## config.mk

```make
export PLATFORM = sky130hd
export DESIGN_NAME = button_gesture_classifier
export DESIGN_NICKNAME = d
export VERILOG_FILES = /design/src/rtl/bgc_pkg.sv /design/src/rtl/button_gesture_classifier.sv /design/src/rtl/bgc_cfg_regs.sv /design/src/rtl/bgc_core.sv
export SDC_FILE = /design/constraint.sdc
export NUM_CORES = 1
export LEC_CHECK = 0
export ABC_CLOCK_PERIOD_IN_PS = 13100
export CAP_MARGIN = 40
export CORE_ASPECT_RATIO = 1.5
export CORE_UTILIZATION = 45
export DETAILED_ROUTE_END_ITERATION = 16
export DONT_BUFFER_PORTS = 1
export PLACE_DENSITY_LB_ADDON = 0.2
export REMOVE_ABC_BUFFERS = 1
export SETUP_SLACK_MARGIN = 0.5
export SYNTH_ARGS = -nofsm -noshare
export SYNTH_HDL_FRONTEND = slang
export SYNTH_HIERARCHICAL = 1
export SYNTH_SLANG_ARGS = --single-unit
```

## constraint.sdc

```tcl
create_clock -name i_clk -period 13.1 [get_ports i_clk]
set_input_delay 0 -clock i_clk [delete_from_list [all_inputs] [get_ports i_clk]]
set_output_delay 0 -clock i_clk [all_outputs]
set_load 0.02 [all_outputs]
```

## src/rtl/bgc_pkg.sv

```systemverilog
// bgc_pkg: shared types and constants for the button gesture classifier
// event codes, register indexes, register reset values and the register struct
// no dependencies
package bgc_pkg;

    // event codes reported on the result stream
    typedef enum logic [2:0] {
        EV_NONE    = 3'd0,
        EV_CLICK   = 3'd1,
        EV_DOUBLE  = 3'd2,
        EV_PRESSED = 3'd3,
        EV_HOLD    = 3'd4
    } t_event;

    // register indexes on the configuration port
    localparam logic [2:0] REG_CLICK_MIN  = 3'd0;
    localparam logic [2:0] REG_CLICK_MAX  = 3'd1;
    localparam logic [2:0] REG_DBL_WAIT   = 3'd2;
    localparam logic [2:0] REG_HOLD_MIN   = 3'd3;
    localparam logic [2:0] REG_HOLD_INT   = 3'd4;
    localparam logic [2:0] REG_PRESS_MIN  = 3'd5;
    localparam logic [2:0] REG_DBL_EN     = 3'd6;

    localparam int CFG_IDX_W  = 3;
    localparam int CFG_DATA_W = 16;
    localparam int TIME_W     = 32;

    // register reset values
    localparam logic [15:0] RST_CLICK_MIN = 16'd50;
    localparam logic [15:0] RST_CLICK_MAX = 16'd500;
    localparam logic [15:0] RST_DBL_WAIT  = 16'd300;
    localparam logic [15:0] RST_HOLD_MIN  = 16'd1000;
    localparam logic [15:0] RST_HOLD_INT  = 16'd200;
    localparam logic [15:0] RST_PRESS_MIN = 16'd500;

    // register file contents seen by the classifier
    typedef struct packed {
        logic [15:0] click_min;
        logic [15:0] click_max;
        logic [15:0] dbl_wait;
        logic [15:0] hold_min;
        logic [15:0] hold_int;
        logic [15:0] press_min;
        logic        dbl_en;
    } t_cfg;

endpackage

```

## src/rtl/button_gesture_classifier.sv

```systemverilog
// button_gesture_classifier: top level of the button gesture classifier
// input register, result register and stream handshakes around bgc_core
// depends on bgc_pkg, bgc_cfg_regs, bgc_core
//
//   channel   | direction | width | contents
//   ----------+-----------+-------+---------------------------------------------
//   s stream  | in        | 40    | tdata: button_active[0], time_ms[32:1], zeros
//   m stream  | out       | 8     | tdata: event_code[2:0], zeros
//   cfg write | in        | 3+16  | register index, write data
//
// one sample per cycle unless results stall; via input register, result register
// each sample gives exactly one result beat, event code 0 when nothing happened
// a stalled result beat holds in the result register while one more sample waits
// in the input register; the classifier state advances as a sample moves forward
// reset is synchronous, active low, and restores register defaults and clears state
module button_gesture_classifier (
    input  logic                           i_clk,
    input  logic                           i_rst_n,
    // sample stream
    input  logic                           i_s_tvalid,
    output logic                           o_s_tready,
    input  logic [39:0]                    i_s_tdata,   // button_active, time_ms, pad
    // event stream
    output logic                           o_m_tvalid,
    input  logic                           i_m_tready,
    output logic [7:0]                     o_m_tdata,   // event_code, pad
    // configuration writes
    input  logic                           i_cfg_we,
    input  logic [bgc_pkg::CFG_IDX_W-1:0]  i_cfg_idx,
    input  logic [bgc_pkg::CFG_DATA_W-1:0] i_cfg_data
);
    import bgc_pkg::*;

    t_cfg              cfg;
    t_event            ev;
    logic              adv;

    logic              r_in_valid;
    logic              r_in_level;
    logic [TIME_W-1:0] r_in_time;
    logic              r_out_valid;
    t_event            r_out_ev;

    bgc_cfg_regs u_cfg (
        .i_clk      (i_clk),
        .i_rst_n    (i_rst_n),
        .i_cfg_we   (i_cfg_we),
        .i_cfg_idx  (i_cfg_idx),
        .i_cfg_data (i_cfg_data),
        .o_cfg      (cfg)
    );

    bgc_core u_core (
        .i_clk   (i_clk),
        .i_rst_n (i_rst_n),
        .i_cfg   (cfg),
        .i_step  (adv),
        .i_level (r_in_level),
        .i_time  (r_in_time),
        .o_event (ev)
    );

    // staged sample moves to the result register when that is free or drains
    assign adv        = r_in_valid && (!r_out_valid || i_m_tready);
    assign o_s_tready = !r_in_valid || adv;

    // input register
    always_ff @(posedge i_clk) begin
        if (!i_rst_n) begin
            r_in_valid <= 1'b0;
        end else if (o_s_tready) begin
            r_in_valid <= i_s_tvalid;
        end
    end

    always_ff @(posedge i_clk) begin
        if (i_s_tvalid && o_s_tready) begin
            r_in_level <= i_s_tdata[0];
            r_in_time  <= i_s_tdata[TIME_W:1];
        end
    end

    // result register
    always_ff @(posedge i_clk) begin
        if (!i_rst_n) begin
            r_out_valid <= 1'b0;
        end else if (adv) begin
            r_out_valid <= 1'b1;
        end else if (i_m_tready) begin
            r_out_valid <= 1'b0;
        end
    end

    always_ff @(posedge i_clk) begin
        if (adv) begin
            r_out_ev <= ev;
        end
    end

    assign o_m_tvalid = r_out_valid;
    assign o_m_tdata  = {5'd0, r_out_ev};

endmodule

```

## src/rtl/bgc_cfg_regs.sv

```systemverilog
// bgc_cfg_regs: configuration register file of the button gesture classifier
// plain write port, no read-back; indexes outside the list are ignored
// depends on bgc_pkg
module bgc_cfg_regs (
    input  logic                           i_clk,
    input  logic                           i_rst_n,
    input  logic                           i_cfg_we,
    input  logic [bgc_pkg::CFG_IDX_W-1:0]  i_cfg_idx,
    input  logic [bgc_pkg::CFG_DATA_W-1:0] i_cfg_data,
    output bgc_pkg::t_cfg                  o_cfg
);
    import bgc_pkg::*;

    t_cfg r_cfg;

    // register writes
    always_ff @(posedge i_clk) begin
        if (!i_rst_n) begin
            r_cfg.click_min <= RST_CLICK_MIN;
            r_cfg.click_max <= RST_CLICK_MAX;
            r_cfg.dbl_wait  <= RST_DBL_WAIT;
            r_cfg.hold_min  <= RST_HOLD_MIN;
            r_cfg.hold_int  <= RST_HOLD_INT;
            r_cfg.press_min <= RST_PRESS_MIN;
            r_cfg.dbl_en    <= 1'b0;
        end else if (i_cfg_we) begin
            case (i_cfg_idx)
                REG_CLICK_MIN: r_cfg.click_min <= i_cfg_data;
                REG_CLICK_MAX: r_cfg.click_max <= i_cfg_data;
                REG_DBL_WAIT:  r_cfg.dbl_wait  <= i_cfg_data;
                REG_HOLD_MIN:  r_cfg.hold_min  <= i_cfg_data;
                REG_HOLD_INT:  r_cfg.hold_int  <= i_cfg_data;
                REG_PRESS_MIN: r_cfg.press_min <= i_cfg_data;
                REG_DBL_EN:    r_cfg.dbl_en    <= i_cfg_data[0];
                default: begin
                end
            endcase
        end
    end

    assign o_cfg = r_cfg;

endmodule

```

## src/rtl/bgc_core.sv

```systemverilog
// bgc_core: gesture state and classification logic for one sample
// computes the event of the staged sample and updates state when it advances
// depends on bgc_pkg
module bgc_core (
    input  logic                        i_clk,
    input  logic                        i_rst_n,
    input  bgc_pkg::t_cfg               i_cfg,
    input  logic                        i_step,
    input  logic                        i_level,
    input  logic [bgc_pkg::TIME_W-1:0]  i_time,
    output bgc_pkg::t_event             o_event
);
    import bgc_pkg::*;

    logic              r_prev_level, n_prev_level;
    logic [TIME_W-1:0] r_edge_time,  n_edge_time;
    logic              r_click_pend, n_click_pend;
    logic              r_press_mark, n_press_mark;
    logic [TIME_W-1:0] r_click_time, n_click_time;
    logic [TIME_W-1:0] r_hold_time,  n_hold_time;
    t_event            n_ev;

    logic [TIME_W-1:0] dur;
    logic [TIME_W-1:0] since_click;
    logic [TIME_W-1:0] since_hold;
    logic              is_click;
    logic              in_dbl_win;

    // elapsed times, all modulo 2^32
    assign dur         = i_time - r_edge_time;
    assign since_click = i_time - r_click_time;
    assign since_hold  = i_time - r_hold_time;
    assign is_click    = (dur > {16'd0, i_cfg.click_min}) && (dur < {16'd0, i_cfg.click_max});
    assign in_dbl_win  = since_click < {16'd0, i_cfg.dbl_wait};

    // classification and next state
    always_comb begin
        n_prev_level = r_prev_level;
        n_edge_time  = r_edge_time;
        n_click_pend = r_click_pend;
        n_press_mark = r_press_mark;
        n_click_time = r_click_time;
        n_hold_time  = r_hold_time;
        n_ev         = EV_NONE;
        if (i_level != r_prev_level) begin
            if (!i_level) begin
                // release edge
                if (is_click) begin
                    if (r_click_pend && in_dbl_win) begin
                        n_ev         = i_cfg.dbl_en ? EV_DOUBLE : EV_NONE;
                        n_click_pend = 1'b0;
                    end else if (!i_cfg.dbl_en) begin
                        n_ev = EV_CLICK;
                    end else begin
                        n_click_pend = 1'b1;
                        n_click_time = i_time;
                    end
                end else if (r_press_mark) begin
                    n_ev         = EV_PRESSED;
                    n_press_mark = 1'b0;
                end
            end else begin
                // press edge
                n_press_mark = 1'b0;
            end
            n_edge_time  = i_time;
            n_prev_level = i_level;
        end else if (i_level) begin
            // steady active level: hold repeats or press mark
            if (dur > {16'd0, i_cfg.hold_min}) begin
                n_press_mark = 1'b0;
                if (since_hold >= {16'd0, i_cfg.hold_int}) begin
                    n_ev        = EV_HOLD;
                    n_hold_time = i_time;
                end
            end else if (!r_press_mark && dur >= {16'd0, i_cfg.press_min}) begin
                n_press_mark = 1'b1;
            end
        end else begin
            // steady inactive level: release a deferred click
            if (r_click_pend && !in_dbl_win) begin
                n_ev         = EV_CLICK;
                n_click_pend = 1'b0;
            end
        end
    end

    // control state
    always_ff @(posedge i_clk) begin
        if (!i_rst_n) begin
            r_prev_level <= 1'b0;
            r_click_pend <= 1'b0;
            r_press_mark <= 1'b0;
            r_edge_time  <= '0;
            r_click_time <= '0;
            r_hold_time  <= '0;
        end else if (i_step) begin
            r_prev_level <= n_prev_level;
            r_click_pend <= n_click_pend;
            r_press_mark <= n_press_mark;
            r_edge_time  <= n_edge_time;
            r_click_time <= n_click_time;
            r_hold_time  <= n_hold_time;
        end
    end

    assign o_event = n_ev;

    // a click can only be deferred while double click detection is on
    a_defer_needs_dbl: assert property (@(posedge i_clk) disable iff (!i_rst_n)
        (i_step && !r_click_pend && n_click_pend) |-> i_cfg.dbl_en)
        else $error("click deferred with double click disabled");

    // hold comes only from a steady active level, which stays active
    a_hold_active: assert property (@(posedge i_clk) disable iff (!i_rst_n)
        (i_step && n_ev == EV_HOLD) |=> (r_prev_level && r_hold_time == $past(i_time)))
        else $error("hold event without active level");

    // a pressed event consumes the press mark
    a_pressed_clears: assert property (@(posedge i_clk) disable iff (!i_rst_n)
        (i_step && n_ev == EV_PRESSED) |=> (!r_press_mark && !r_prev_level))
        else $error("press mark survived a pressed event");

    // state only moves when a sample advances
    a_state_stalls: assert property (@(posedge i_clk) disable iff (!i_rst_n)
        !i_step |=> ($stable(r_edge_time) && $stable(r_click_pend) && $stable(r_press_mark)))
        else $error("state changed without a sample");

endmodule
```

==> metrics.log, run 1 <==
[metrics] TritonCTS clock tree: done
[metrics] area share of the largest cell type after synthesis: 23.4%
[metrics] # nets final: 2325
[metrics] relative contribution of the clock network to total power: 38.5%
[metrics] setup repair after global routing missed its margin: no
[metrics] violated checks: negative hold slack
[metrics] Largest stage delay, worst path: 0.58 ns
[metrics] least setup slack across all paths after layout: 6.85 ns
[metrics] mux cell area share after synthesis: 9.82%
[metrics] Crit. End Element: flop
[metrics] slew of the pin with the lowest slew margin: 1.01 ns
[metrics] number of global-route vias before repair: 14100
[metrics] pin count of the biggest net entering global routing: 247
[metrics] buffer type at the clock tree root: sky130_fd_sc_hd__clkbuf_16
[metrics] horizontal extent of the die: 160 microns
[metrics] total power: 1.98 mW
[metrics] post-synthesis instance total: 2040
[metrics] list of most frequent post-synthesis cells: sky130_fd_sc_hd__nand2_1 (312), sky130_fd_sc_hd__inv_1 (207), sky130_fd_sc_hd__dfxtp_1 (198)
[metrics] simple-gate share of the synthesized area: 18.2%
[metrics] Setup violations, final: 0
[metrics] data required time at the worst endpoint: 13.55 ns
[metrics] clock sink count: 234
[metrics] fillers: 3560
[metrics] final critical path time including I/O delays and setup: 6.25 ns
[metrics] drt first pass iters: 7
[metrics] share of the synthesized area in compound gates (AO/OA/AOI/OAI): 17.5%
[metrics] total number of yosys warnings: 6
[metrics] sw power: 0.602 mW
[metrics] combinational family with the most area after synthesis: simple AND/OR/NAND/NOR gates
[metrics] power density normalized to cell area: 105 mW/mm^2
[metrics] Slew HR: 32.9%
[metrics] first-pass GRT wire length: 73500 microns
[metrics] number of buffers added on ports: 0
[metrics] dpl ws: 6.86 ns
[metrics] post-cts sizing count: 0
[metrics] via-per-instance ratio: 5.57
[metrics] number of violations reported at the end of detailed-routing iteration 0: 735
[metrics] worst vdd ir: 0.000111 V
[metrics] number of placed I/O pins: 74
[metrics] proportion of power drawn by flip-flops and latches: 39.2%
[metrics] Main synth FF type: sky130_fd_sc_hd__dfxtp_1
[metrics] post-synthesis average cell area: 8.29 sq um
[metrics] Hold Violations, Final: 20
[metrics] routed length per placed instance: 18.2 microns
[metrics] Routed Antenna Nets: 0
[metrics] Post-synth EDFFs: 36
[metrics] Yosys cell types: 83
[metrics] setup_tns: 0 ns
[metrics] growth of design area from synthesis to finish: 11.7%
[metrics] Die Outline Area: 0.0384 sq mm
[metrics] fraction of synthesized cell area in xor and xnor cells: 3.47%
[metrics] initial antenna violation count: 1
[metrics] clock buffers created by TritonCTS: 27
[metrics] share of post-route cells with drive strength above 1: 4.07%
[metrics] number of pins exceeding their max-slew limit in the final report: 0
[metrics] cell at the slowest stage of the critical path: sky130_fd_sc_hd__edfxtp_1
[metrics] overall fraction of global-route tracks in use: 24.3%
[metrics] flip-flop and latch count after synthesis: 234
[metrics] CP startpoint kind: flop
[metrics] detailed-route via count: 14300
[metrics] maximum net fanout on the critical path: 33
[metrics] DP HPWL: 34700 microns
[metrics] Period Utilization, post-route: 47.7%
[metrics] Netlist Area Pre-Place: 0.0169 sq mm
[metrics] Congestion Overflow GR: 0
[metrics] arrival time worst endpoint: 6.70 ns
[metrics] cell internal power dissipation: 1.38 mW
[metrics] core utilization of the finished layout: 51.2%
[metrics] Pleak: 7.94 nW
[metrics] H-tree level count: 1
[metrics] initial cell density of the core: 45.8%
[metrics] Worst Skew: 0.0185 ns
[metrics] gp weighted congestion: 0.925
[metrics] maximum root-to-sink buffer count: 3
[metrics] clock slew at the register clock pins of the worst setup and hold paths: 0.06 ns
[metrics] core area: 0.0369 sq mm
[metrics] critical path cell sequence: ha_1 > nor2b_1 > o311a_1 > a211oi_2 > o21ai_0 > a21boi_0 > xnor2_1 > ha_1 > nand4_1 > o22ai_1 > a2111oi_0 > nand4b_1 > nor4_1 > nand3_1 > a2111oi_1 > nand4_1 > nand3_4 > mux2i_1 > nor2b_1
[metrics] path type of the worst min-delay path: in -> reg
[metrics] sw frac: 30.4%
[metrics] Fmax: 160 MHz
[metrics] Setup CP Type: reg -> reg
[metrics] adder-cell share of the synthesized area: 14.3%
[metrics] status: finished with violations
[metrics] ranking of synthesized cells by area: sky130_fd_sc_hd__dfxtp_1 (23%), sky130_fd_sc_hd__ha_1 (14%), sky130_fd_sc_hd__mux2i_1 (9.8%), sky130_fd_sc_hd__nand2_1 (6.9%), sky130_fd_sc_hd__edfxtp_1 (6.4%)
[metrics] proportion of power drawn by combinational gates: 22.3%
[metrics] flop-to-flop setup slack: 6.85 ns
[metrics] # rows: 86
[metrics] sequential share of the synthesized area: 29.8%
[metrics] DRC violations left: 0
[metrics] DRT Wirelength: 46900 microns
[metrics] Async S/R FF share, synth: 0%
[metrics] max capacitance violation total: 0
[metrics] top cell type by total area after synthesis: sky130_fd_sc_hd__dfxtp_1
[metrics] tightest hold margin: -0.0450 ns
[metrics] vertical die dimension: 239 microns
[metrics] insertion delay to the later sink of the worst-skew pair: 0.56 ns
[metrics] library cell with the highest instance count after synthesis: sky130_fd_sc_hd__nand2_1
==> final cells by class <==
class,count,area [sq um],share of cell area (%)
well taps,484,606,3.21
flip-flops and latches,234,5040,26.7
repair buffers,80,831,4.40
clock buffers,39,812,4.30
diodes,1,2.50,0.0132
clock inverters,9,75.1,0.397
multi-input cells,1520,10700,56.9
inverters,207,777,4.11
==> path summary, 6_finish.rpt <==
check                                end             from  cells after the start
setup / recovery  u_core/r_click_time[0]     r_in_time[1]                     19
hold / removal    u_core/r_hold_time[19]          i_rst_n                      3
setup reg to reg  u_core/r_click_time[0]     r_in_time[1]                     19
hold reg to reg          u_cfg/o_cfg[16]  u_cfg/o_cfg[16]                      2
==> kinds of logic after synthesis <==
kind of cell / Yosys count
multiplexers: 166
flip-flops: 234
buffers and inverters: 290
other: 1
adder cells (fa/ha/maj): 191
AND/OR/NAND/NOR: 644
XOR/XNOR: 67
AO/OA/AOI/OAI: 447
==> sequential cells by signal (all words and copies together) (netlist names) <==
signal and flops:
u_core/r_click_pend 1, u_core/r_click_time 32, u_core/r_prev_level 1, u_cfg/o_cfg 97, u_core/r_hold_time 32, r_in_level 1
u_core/r_edge_time 32, u_core/r_press_mark 1, r_in_valid 1, r_out_ev 3, o_m_tvalid 1, r_in_time 32
==> power groups by stage <==
stage          combinational, mW  clock, mW  sequential, mW
5_1_grt                    0.493      0.809           0.778
3_5_place_dp               0.409          0           0.792
4_1_cts                    0.441      0.781           0.776
2_1_floorplan              0.307          0           0.780
3_3_place_gp               0.399          0           0.792
6_report                   0.442      0.763           0.776
==> per-layer routing <==
| layer | GRT usage (%) | vias to the layer above | share of wire [%] |
|---|---|---|---|
| li1 | - | 7165 | - |
| met1 | 26.2 | 6776 | 40 |
| met2 | 46.2 | 283 | 51 |
| met3 | 2.41 | 102 | 2.9 |
| met4 | 13.2 | 0 | 5.5 |
| met5 | 0 | - | 0 |
==> metrics by stage <==
step           area [sq um]  instances
5_1_grt               18900       2574
2_1_floorplan         16500       1961
6_report              18900       2574
3_3_place_gp          17200       2454
4_1_cts               18900       2573
3_5_place_dp          17300       2456
==> repair_timing <==
item,4_1_cts,5_1_grt
setup buffers,0,0
hold endpoints to repair,234,0
hold buffers,69,0
==> critical path, delay by kind of cell (launching register included) <==
family	cells	cell delay (ns)
AO/OA/AOI/OAI	7	2.53
adder cells (fa/ha/maj)	2	0.65
AND/OR/NAND/NOR	8	1.85
multiplexers	1	0.26
XOR/XNOR	1	0.19
flip-flops	1	0.58
==> placed cells by master (no fill, tap or decap), drive strengths merged, types with 6 or more instances in the layout <==
cell type    instances
ha                 188
a21oi              132
nor2                81
xor2                24
a211oi              18
buf                 12
nor4                 6
a2111oi              6
nand4               40
or2                  6
dlygate4sd3         68
a21boi              42
nand2b              15
nand3               29
a31oi               11
edfxtp              36
o21a                23
xnor2               43
clkbuf              39
and3                 9
inv                209
and2                 9
nor3                25
a21o                45
nor2b               85
o211ai              13
o31ai                7
nand2              312
mux2i              166
o21ai               83
dfxtp              198
or3                 12
No activity file was read; power rests on OpenSTA's default activity.
==> run 2, diff against run 1 <==
- ABC_AREA: default -> 1
- ABC_CLOCK_PERIOD_IN_PS: 13100 -> 6030
- clock period: 13.1 -> 6.03 ns (I/O delays scaled with it)
==> run 2 against run 1 <==
The flow still finishes with violations (negative hold slack). Worst hold slack better by 0.044 ns. Total power up 140%. Cell area up 8.0%. Largest power group unchanged. Highest routed layer unchanged.
==> metrics.log, run 2 <==
[metrics] status: finished with violations (unchanged)
[metrics] violated checks: negative hold slack (unchanged)
[metrics] Yosys cell types: 48 (was 83)
[metrics] max reg flops: 97 (unchanged)
[metrics] initial antenna violation count: 0 (was 1)
[metrics] Congestion Overflow GR: 0 (unchanged)
[metrics] least setup slack across all paths after layout: 1.15 ns (was 6.85 ns)
[metrics] Main synth FF type: sky130_fd_sc_hd__dfxtp_1 (unchanged)
[metrics] total number of yosys warnings: 6 (unchanged)
[metrics] proportion of power drawn by combinational gates: 28.0% (was 22.3%)
[metrics] setup bufs post-CTS: 0 (unchanged)
[metrics] list of most frequent post-synthesis cells: sky130_fd_sc_hd__nand2_1 (816), sky130_fd_sc_hd__inv_1 (511), sky130_fd_sc_hd__nor2_1 (405) (was sky130_fd_sc_hd__nand2_1 (312), sky130_fd_sc_hd__inv_1 (207), sky130_fd_sc_hd__dfxtp_1 (198))
[metrics] maximum net fanout on the critical path: 21 (was 33)
[metrics] Die Outline Area: 0.0416 sq mm (was 0.0384 sq mm)
[metrics] Ant. Diodes: 0 (was 1)
[metrics] top cell type by total area after synthesis: sky130_fd_sc_hd__dfxtp_1 (unchanged)
[metrics] Worst Skew: 0.0106 ns (was 0.0185 ns)
[metrics] TritonCTS clock tree: done (unchanged)
[metrics] Worst Min Path Start: i_s_tvalid (was i_rst_n)
[metrics] worst vdd ir: 0.000255 V (was 0.000111 V)
[metrics] first-pass GRT wire length: 86600 microns (was 73500 microns)
[metrics] initial cell density of the core: 45.6% (was 45.8%)
[metrics] post-cts sizing count: 0 (unchanged)
[metrics] clock slew at the register clock pins of the worst setup and hold paths: 0.06 ns (about the same)
[metrics] DRC violations left: 0 (unchanged)
[metrics] slew of the pin with the lowest slew margin: 0.804 ns (was 1.01 ns)
[metrics] setup_tns: 0 ns (unchanged)
[metrics] Async S/R FF share, synth: 0% (unchanged)
[metrics] tightest hold margin: -0.00132 ns (was -0.0450 ns)
[metrics] clock sink count: 234 (unchanged)
[metrics] max capacitance violation total: 0 (unchanged)
[metrics] crit path launch: r_in_time[0] (was r_in_time[1])
[metrics] drt first pass iters: 6 (was 7)
[metrics] Crit. End Element: flop (unchanged)
[metrics] core utilization of the finished layout: 50.7% (was 51.2%)
[metrics] gp weighted congestion: 0.955 (was 0.925)
[metrics] CP startpoint kind: flop (unchanged)
[metrics] Netlist Area Pre-Place: 0.0183 sq mm (was 0.0169 sq mm)
[metrics] total power: 4.76 mW (was 1.98 mW)
[metrics] cell internal power dissipation: 3.13 mW (was 1.38 mW)
[metrics] data required time at the worst endpoint: 6.52 ns (was 13.55 ns)
[metrics] insertion delay to the later sink of the worst-skew pair: 0.56 ns (about the same)
[metrics] library cell with the highest instance count after synthesis: sky130_fd_sc_hd__nand2_1 (unchanged)
[metrics] growth of design area from synthesis to finish: 11.3% (was 11.7%)
[metrics] WL met3: 1800 microns (was 1350 microns)
[metrics] flop-to-flop setup slack: 1.15 ns (was 6.85 ns)
[metrics] power density normalized to cell area: 234 mW/mm^2 (was 105 mW/mm^2)
[metrics] buffer type at the clock tree root: sky130_fd_sc_hd__clkbuf_16 (unchanged)
[metrics] Post-synth EDFFs: 36 (unchanged)
[metrics] DP HPWL: 42800 microns (was 34700 microns)
[metrics] Routed Antenna Nets: 0 (unchanged)
[metrics] share of post-route cells with drive strength above 1: 4.75% (was 4.07%)
[metrics] number of violations reported at the end of detailed-routing iteration 0: 1025 (was 735)
[metrics] clock buffers created by TritonCTS: 27 (unchanged)
[metrics] number of global-route vias before repair: 17000 (was 14100)
[metrics] post-synthesis average cell area: 6.28 sq um (was 8.29 sq um)
[metrics] proportion of power drawn by flip-flops and latches: 36.0% (was 39.2%)
[metrics] dpl ws: 1.21 ns (was 6.86 ns)
[metrics] highest routed layer: met4 (unchanged)
[metrics] routed length per placed instance: 15.6 microns (was 18.2 microns)
[metrics] sequential share of the synthesized area: 27.5% (was 29.8%)
[metrics] post-synthesis instance total: 2917 (was 2040)
[metrics] detailed-route via count: 17700 (was 14300)
[metrics] number of placed I/O pins: 74 (unchanged)
[metrics] Final Cell Area: 0.0204 sq mm (was 0.0189 sq mm)
[metrics] maximum root-to-sink buffer count: 3 (unchanged)
[metrics] # nets final: 3225 (was 2325)
[metrics] endpoint of the worst register-to-register path: u_core/r_click_time[26] (was u_core/r_click_time[0])
[metrics] core area: 0.0402 sq mm (was 0.0369 sq mm)
[metrics] path type of the worst min-delay path: in -> reg (unchanged)
[metrics] number of buffers added on ports: 0 (unchanged)
[metrics] routed length on met1: 21700 microns (was 19000 microns)
[metrics] routed length on met2: 28000 microns (was 24000 microns)
[metrics] Pleak: 10.1 nW (was 7.94 nW)
[metrics] final critical path time including I/O delays and setup: 4.88 ns (was 6.25 ns)
[metrics] Setup CP Type: reg -> reg (unchanged)
[metrics] launch instance of the worst register-to-register path: r_in_time[0] (was r_in_time[1])
[metrics] quantity of hold-fixing buffers added after cts: 77 (was 69)
[metrics] number of pins exceeding their max-slew limit in the final report: 0 (unchanged)
[metrics] cells on worst reg2reg path: 23 (was 19)
[metrics] DRT Wirelength: 54700 microns (was 46900 microns)
[metrics] area share of the largest cell type after synthesis: 21.6% (was 23.4%)
[metrics] H-tree level count: 1 (unchanged)
[metrics] Setup violations, final: 0 (unchanged)
[metrics] depth of the worst hold-timing path: 3 (unchanged)
[metrics] # rows: 90 (was 86)
[metrics] sw power: 1.63 mW (was 0.602 mW)
[metrics] Fmax: 205 MHz (was 160 MHz)
[metrics] arrival time worst endpoint: 5.37 ns (was 6.70 ns)
[metrics] sw frac: 34.2% (was 30.4%)
[metrics] horizontal extent of the die: 167 microns (was 160 microns)
[metrics] relative contribution of the clock network to total power: 36.0% (was 38.5%)
[metrics] Post-Layout Cell Count: 3497 (was 2574)
[metrics] pin count of the biggest net entering global routing: 197 (was 247)
[metrics] commonest cells after routing, fill and taps aside: sky130_fd_sc_hd__nand2_1 (815), sky130_fd_sc_hd__inv_1 (511), sky130_fd_sc_hd__nor2_1 (404), sky130_fd_sc_hd__dfxtp_1 (198), sky130_fd_sc_hd__nand3_1 (191) (was sky130_fd_sc_hd__nand2_1 (312), sky130_fd_sc_hd__inv_1 (207), sky130_fd_sc_hd__dfxtp_1 (198), sky130_fd_sc_hd__ha_1 (188), sky130_fd_sc_hd__mux2i_1 (166))
[metrics] most common library cell in the layout ignoring fill and taps: sky130_fd_sc_hd__nand2_1 (unchanged)
[metrics] vertical die dimension: 249 microns (was 239 microns)
[metrics] setup repair after global routing missed its margin: no (unchanged)
[metrics] Hold Violations, Final: 1 (was 20)
[metrics] Slew HR: 46.4% (was 32.9%)
[metrics] placed cells: 3370 (was 2456)
[metrics] ranking of synthesized cells by area: sky130_fd_sc_hd__dfxtp_1 (22%), sky130_fd_sc_hd__nand2_1 (17%), sky130_fd_sc_hd__ha_1 (13%), sky130_fd_sc_hd__inv_1 (10%), sky130_fd_sc_hd__nor2_1 (8.3%) (was sky130_fd_sc_hd__dfxtp_1 (23%), sky130_fd_sc_hd__ha_1 (14%), sky130_fd_sc_hd__mux2i_1 (9.8%), sky130_fd_sc_hd__nand2_1 (6.9%), sky130_fd_sc_hd__edfxtp_1 (6.4%))
[metrics] Hold EP: r_in_level (was u_core/r_hold_time[19])
[metrics] overall fraction of global-route tracks in use: 26.2% (was 24.3%)
[metrics] placed standard-cell area: 0.0187 sq mm (was 0.0173 sq mm)
[metrics] Period Utilization, post-route: 80.9% (was 47.7%)
[metrics] flip-flop and latch count after synthesis: 234 (unchanged)
[metrics] via-per-instance ratio: 5.07 (was 5.57)
[run 2: cell types whose count changed after synthesis, moves of 40 or more]
cell / before / now
sky130_fd_sc_hd__nand2_1: 312 / 816
sky130_fd_sc_hd__mux2i_1: 166 / 0
sky130_fd_sc_hd__nor2_1: 81 / 405
sky130_fd_sc_hd__inv_1: 207 / 511
sky130_fd_sc_hd__xnor2_1: 43 / 3
sky130_fd_sc_hd__nor2b_1: 84 / 0
sky130_fd_sc_hd__nand3_1: 28 / 191
sky130_fd_sc_hd__a21o_1: 45 / 4
[run 2: cell families (layout without fill, tap and decap cells)]
family,count (synthesis),after routing,share of synthesized area (%)
flip-flops,234,234,27.5
adder cells (fa/ha/maj),191,191,13.2
AND/OR/NAND/NOR,1548,1548,35.4
AO/OA/AOI/OAI,306,306,8.92
XOR/XNOR,47,47,2.25
other,1,5,0.0205
buffers and inverters,590,660,12.7
[run 2: how the worst max path moves through the flow]
stage / end / slack (ns) / cells past startpoint
2_1_floorplan: u_core/r_hold_time[0] / 1.77 / 25
3_3_place_gp: u_core/r_click_time[10] / 1.23 / 23
3_5_place_dp: u_core/r_click_time[26] / 1.21 / 23
4_1_cts: u_core/r_click_time[26] / 1.13 / 23
5_1_grt: u_core/r_click_time[10] / 0.70 / 23
6_report: u_core/r_click_time[26] / 1.15 / 23
[run 2: per-layer routing]
metal,vias up,track usage (%)
li1,9210,-
met1,8014,27.8
met2,361,50.6
met3,134,2.26
met4,0,14.2
met5,-,0
[run 2: critical path, stage by stage (launching register included)]
cell and delay, ns:
sky130_fd_sc_hd__edfxtp_1 0.41, sky130_fd_sc_hd__inv_1 0.21, sky130_fd_sc_hd__ha_1 0.18, sky130_fd_sc_hd__inv_1 0.06, sky130_fd_sc_hd__fa_1 0.40, sky130_fd_sc_hd__nand3_1 0.10
sky130_fd_sc_hd__nand2_2 0.15, sky130_fd_sc_hd__nand2_1 0.11, sky130_fd_sc_hd__nand2_2 0.09, sky130_fd_sc_hd__nand2_1 0.08, sky130_fd_sc_hd__nand2_1 0.08, sky130_fd_sc_hd__xor2_1 0.54
sky130_fd_sc_hd__ha_1 0.36, sky130_fd_sc_hd__nand2_1 0.10, sky130_fd_sc_hd__nor2_1 0.05, sky130_fd_sc_hd__or2_2 0.27, sky130_fd_sc_hd__a221oi_1 0.21, sky130_fd_sc_hd__nand4_1 0.28
sky130_fd_sc_hd__nor2_8 0.22, sky130_fd_sc_hd__nand2_4 0.09, sky130_fd_sc_hd__nor2_8 0.24, sky130_fd_sc_hd__buf_4 0.33, sky130_fd_sc_hd__o21ai_1 0.10, sky130_fd_sc_hd__nor2_1 0.12
[run 2: area by class of cell]
cell class	count	area (sq um)
multi-input cells	2097	11000
flip-flops and latches	234	5040
clock inverters	11	143
clock buffers	39	771
fillers	4187	19800
well taps	506	633
repair buffers	86	856
inverters	524	1970
[run 2: power groups by stage]
stage,clock [mW],sequential (mW),combinational [mW]
finish,1.71,1.71,1.34
global route,1.81,1.72,1.51
CTS,1.76,1.71,1.33
detailed placement,0,1.75,1.26
global placement,0,1.75,1.22
floorplan,0,1.72,0.931
==> run 3, diff against run 2 <==
- ABC_CLOCK_PERIOD_IN_PS: 6030 -> 4300
- clock period: 6.03 -> 4.3 ns (I/O delays scaled with it)
==> run 3 against run 2 <==
The flow now finishes without violations. Final cell count is 11% higher. Global-route usage up 4.9 points. Die area is the same. Flip-flop and latch count stayed put. Wire length up 24%. Critical path depth increased by 4. Clock power is 42% higher. Non-clock buffer count up 387. Sequential share of layout area shrank 5.1 points. Worst hold slack gained 0.017 ns.
==> metrics.log, run 3 (synthesis gave the netlist of run 2 again) <==
[metrics] max reg flops: 97 (unchanged)
[metrics] relative contribution of the clock network to total power: 32.5% (was 36.0%)
[metrics] number of placed I/O pins: 74 (unchanged)
[metrics] clock sink count: 234 (unchanged)
[metrics] number of pins exceeding their max-slew limit in the final report: 0 (unchanged)
[metrics] sw power: 2.64 mW (was 1.63 mW)
[metrics] endpoint of the worst register-to-register path: u_core/r_click_time[5] (was u_core/r_click_time[26])
[metrics] worst vdd ir: 0.000346 V (was 0.000255 V)
[metrics] sw frac: 35.3% (was 34.2%)
[metrics] status: finished, final reports clean (was finished with violations)
[metrics] core area: 0.0402 sq mm (unchanged)
[metrics] insertion delay to the later sink of the worst-skew pair: 0.59 ns (was 0.56 ns)
[metrics] commonest cells after routing, fill and taps aside: sky130_fd_sc_hd__nand2_1 (747), sky130_fd_sc_hd__inv_1 (502), sky130_fd_sc_hd__nor2_1 (384), sky130_fd_sc_hd__dlygate4sd3_1 (255), sky130_fd_sc_hd__dfxtp_1 (198) (was sky130_fd_sc_hd__nand2_1 (815), sky130_fd_sc_hd__inv_1 (511), sky130_fd_sc_hd__nor2_1 (404), sky130_fd_sc_hd__dfxtp_1 (198), sky130_fd_sc_hd__nand3_1 (191))
[metrics] most common library cell in the layout ignoring fill and taps: sky130_fd_sc_hd__nand2_1 (unchanged)
[metrics] initial antenna violation count: 1 (was 0)
[metrics] gp weighted congestion: 0.942 (was 0.955)
[metrics] path type of the worst min-delay path: in -> reg (unchanged)
[metrics] total power: 7.49 mW (was 4.76 mW)
[metrics] Congestion Overflow GR: 0 (unchanged)
[metrics] # rows: 90 (unchanged)
[metrics] cells on worst reg2reg path: 27 (was 23)
[metrics] CP startpoint kind: flop (unchanged)
[metrics] arrival time worst endpoint: 4.51 ns (was 5.37 ns)
[metrics] routed length per placed instance: 17.5 microns (was 15.6 microns)
[metrics] Setup violations, final: 0 (unchanged)
[metrics] power density normalized to cell area: 292 mW/mm^2 (was 234 mW/mm^2)
[metrics] overall fraction of global-route tracks in use: 31.2% (was 26.2%)
[metrics] number of violations reported at the end of detailed-routing iteration 0: 1370 (was 1025)
[metrics] H-tree level count: 1 (unchanged)
[metrics] least setup slack across all paths after layout: 0.274 ns (was 1.15 ns)
[metrics] Routed Antenna Nets: 0 (unchanged)
[metrics] Die Outline Area: 0.0416 sq mm (unchanged)
[metrics] detailed-route via count: 20300 (was 17700)
[metrics] share of post-route cells with drive strength above 1: 17.3% (was 4.75%)
[metrics] via-per-instance ratio: 5.23 (was 5.07)
[metrics] Period Utilization, post-route: 93.6% (was 80.9%)
[metrics] growth of design area from synthesis to finish: 39.9% (was 11.3%)
[metrics] proportion of power drawn by flip-flops and latches: 31.9% (was 36.0%)
[metrics] launch instance of the worst register-to-register path: r_in_time[0] (unchanged)
[metrics] cell internal power dissipation: 4.84 mW (was 3.13 mW)
[metrics] final critical path time including I/O delays and setup: 4.03 ns (was 4.88 ns)
[metrics] buffer type at the clock tree root: sky130_fd_sc_hd__clkbuf_16 (unchanged)
[metrics] DRT Wirelength: 67900 microns (was 54700 microns)
[metrics] vertical die dimension: 249 microns (unchanged)
[metrics] maximum net fanout on the critical path: 16 (was 21)
[metrics] clock buffers created by TritonCTS: 27 (unchanged)
[metrics] # nets final: 3613 (was 3225)
[metrics] core utilization of the finished layout: 63.8% (was 50.7%)
[metrics] data required time at the worst endpoint: 4.78 ns (was 6.52 ns)
[metrics] Hold Violations, Final: 0 (was 1)
[metrics] DP HPWL: 45900 microns (was 42800 microns)
[metrics] depth of the worst hold-timing path: 3 (unchanged)
[metrics] drt first pass iters: 5 (was 6)
[metrics] Crit. End Element: flop (unchanged)
[metrics] number of buffers added on ports: 0 (unchanged)
[metrics] setup_tns: 0 ns (unchanged)
[metrics] DRC violations left: 0 (unchanged)
[metrics] Slew HR: 55.3% (was 46.4%)
[metrics] Largest stage delay, worst path: 0.41 ns (was 0.54 ns)
[metrics] Fmax: 248 MHz (was 205 MHz)
[metrics] initial cell density of the core: 45.6% (unchanged)
[metrics] first-pass GRT wire length: 102000 microns (was 86600 microns)
[metrics] number of global-route vias before repair: 20000 (was 17000)
[metrics] flop-to-flop setup slack: 0.27 ns (was 1.15 ns)
[metrics] cell at the slowest stage of the critical path: sky130_fd_sc_hd__edfxtp_1 (was sky130_fd_sc_hd__xor2_1)
[metrics] Setup CP Type: reg -> reg (unchanged)
[metrics] TritonCTS clock tree: done (unchanged)
[metrics] Hold EP: r_in_time[12] (was r_in_level)
[metrics] dpl ws: 0.0731 ns (was 1.21 ns)
[metrics] proportion of power drawn by combinational gates: 35.6% (was 28.0%)
[metrics] slew of the pin with the lowest slew margin: 0.669 ns (was 0.804 ns)
[metrics] clock slew at the register clock pins of the worst setup and hold paths: 0.07 ns (was 0.06 ns)
[metrics] Worst Skew: 0.0156 ns (was 0.0106 ns)
[metrics] setup repair after global routing missed its margin: yes (was no)
[metrics] crit path launch: r_in_time[0] (unchanged)
[metrics] max capacitance violation total: 0 (unchanged)
[metrics] horizontal extent of the die: 167 microns (unchanged)
[metrics] Pleak: 12.4 nW (was 10.1 nW)
[metrics] pin count of the biggest net entering global routing: 198 (was 197)
[metrics] maximum root-to-sink buffer count: 3 (unchanged)
[metrics] Worst Min Path Start: i_s_tvalid (unchanged)
[run 3: timing repair]
| action | 4_1_cts | 5_1_grt |
|---|---|---|
| cloned | 8 | 2 |
| hold buffers | 254 | 2 |
| pin swaps | 45 | 55 |
| resized for setup | 221 | 113 |
| hold endpoints to repair | 234 | 66 |
| endpoints found under the setup margin | 69 | 69 |
| buffers inserted | 92 | 32 |
[run 3: how the worst max path moves through the flow]
| stage | slack [ns] | depth (start not counted) | endpoint |
|---|---|---|---|
| final | 0.27 | 27 | u_core/r_click_time[5] |
| after global placement | 0.18 | 22 | u_core/r_click_time[0] |
| after CTS | 0.41 | 29 | u_core/r_click_time[3] |
| after detailed placement | 0.07 | 22 | u_core/r_click_time[3] |
| after global routing | 0.13 | 31 | u_core/r_click_time[3] |
| after floorplan | 0.04 | 25 | u_core/r_hold_time[0] |
[run 3: routing by layer]
metal  part of all wire (%)  global-route usage, %  vias up
met3                    3.9                   2.88      250
met1                     37                   31.7     9468
met5                      0                      0        -
met2                     51                   58.7      638
li1                       -                      -     9975
met4                    7.8                   23.1        0
[run 3: layout make-up]
type / count / area, sq um
Timing Repair inverter: 1 / 11.3
Sequential cell: 234 / 5040
Clock buffer: 34 / 753
Tap cell: 506 / 633
Multi-Input combinational cell: 2097 / 12400
Inverter: 524 / 1990
Fill cell: 3607 / 14600
Antenna cell: 1 / 2.50
Timing Repair Buffer: 473 / 4650
Clock inverter: 16 / 163
[run 3: metrics by stage]
| step | instance area [sq um] | instances | hold WS, ns |
|---|---|---|---|
| floorplan | 18000 | 2855 | 0.0846 |
| global placement | 19300 | 3445 | 0.0989 |
| detailed placement | 19300 | 3445 | 0.0989 |
| CTS | 24800 | 3849 | -0.480 |
| global route | 25600 | 3886 | 0.0235 |
| finish | 25600 | 3886 | 0.0153 |
[run 3: power by group through the flow]
| stage | Combinational (mW) | Clock, mW | Sequential (mW) |
|---|---|---|---|
| 2_1_floorplan | 1.31 | 0 | 2.41 |
| 3_3_place_gp | 1.86 | 0 | 2.44 |
| 5_1_grt | 2.91 | 2.55 | 2.40 |
| 6_report | 2.67 | 2.43 | 2.39 |
| 3_5_place_dp | 1.90 | 0 | 2.44 |
| 4_1_cts | 2.41 | 2.47 | 2.39 |
[run 3: worst max-delay path, delay by kind of cell (launching register included)]
kind                       cells  cell delay, ns
AOI/OAI and AO/OA              1            0.29
xor gates and xnor gates       1            0.15
adders and majority gates      3            0.80
buffers and inverters          8            0.91
DFF                            1            0.41
and+or+nand+nor               14            1.29
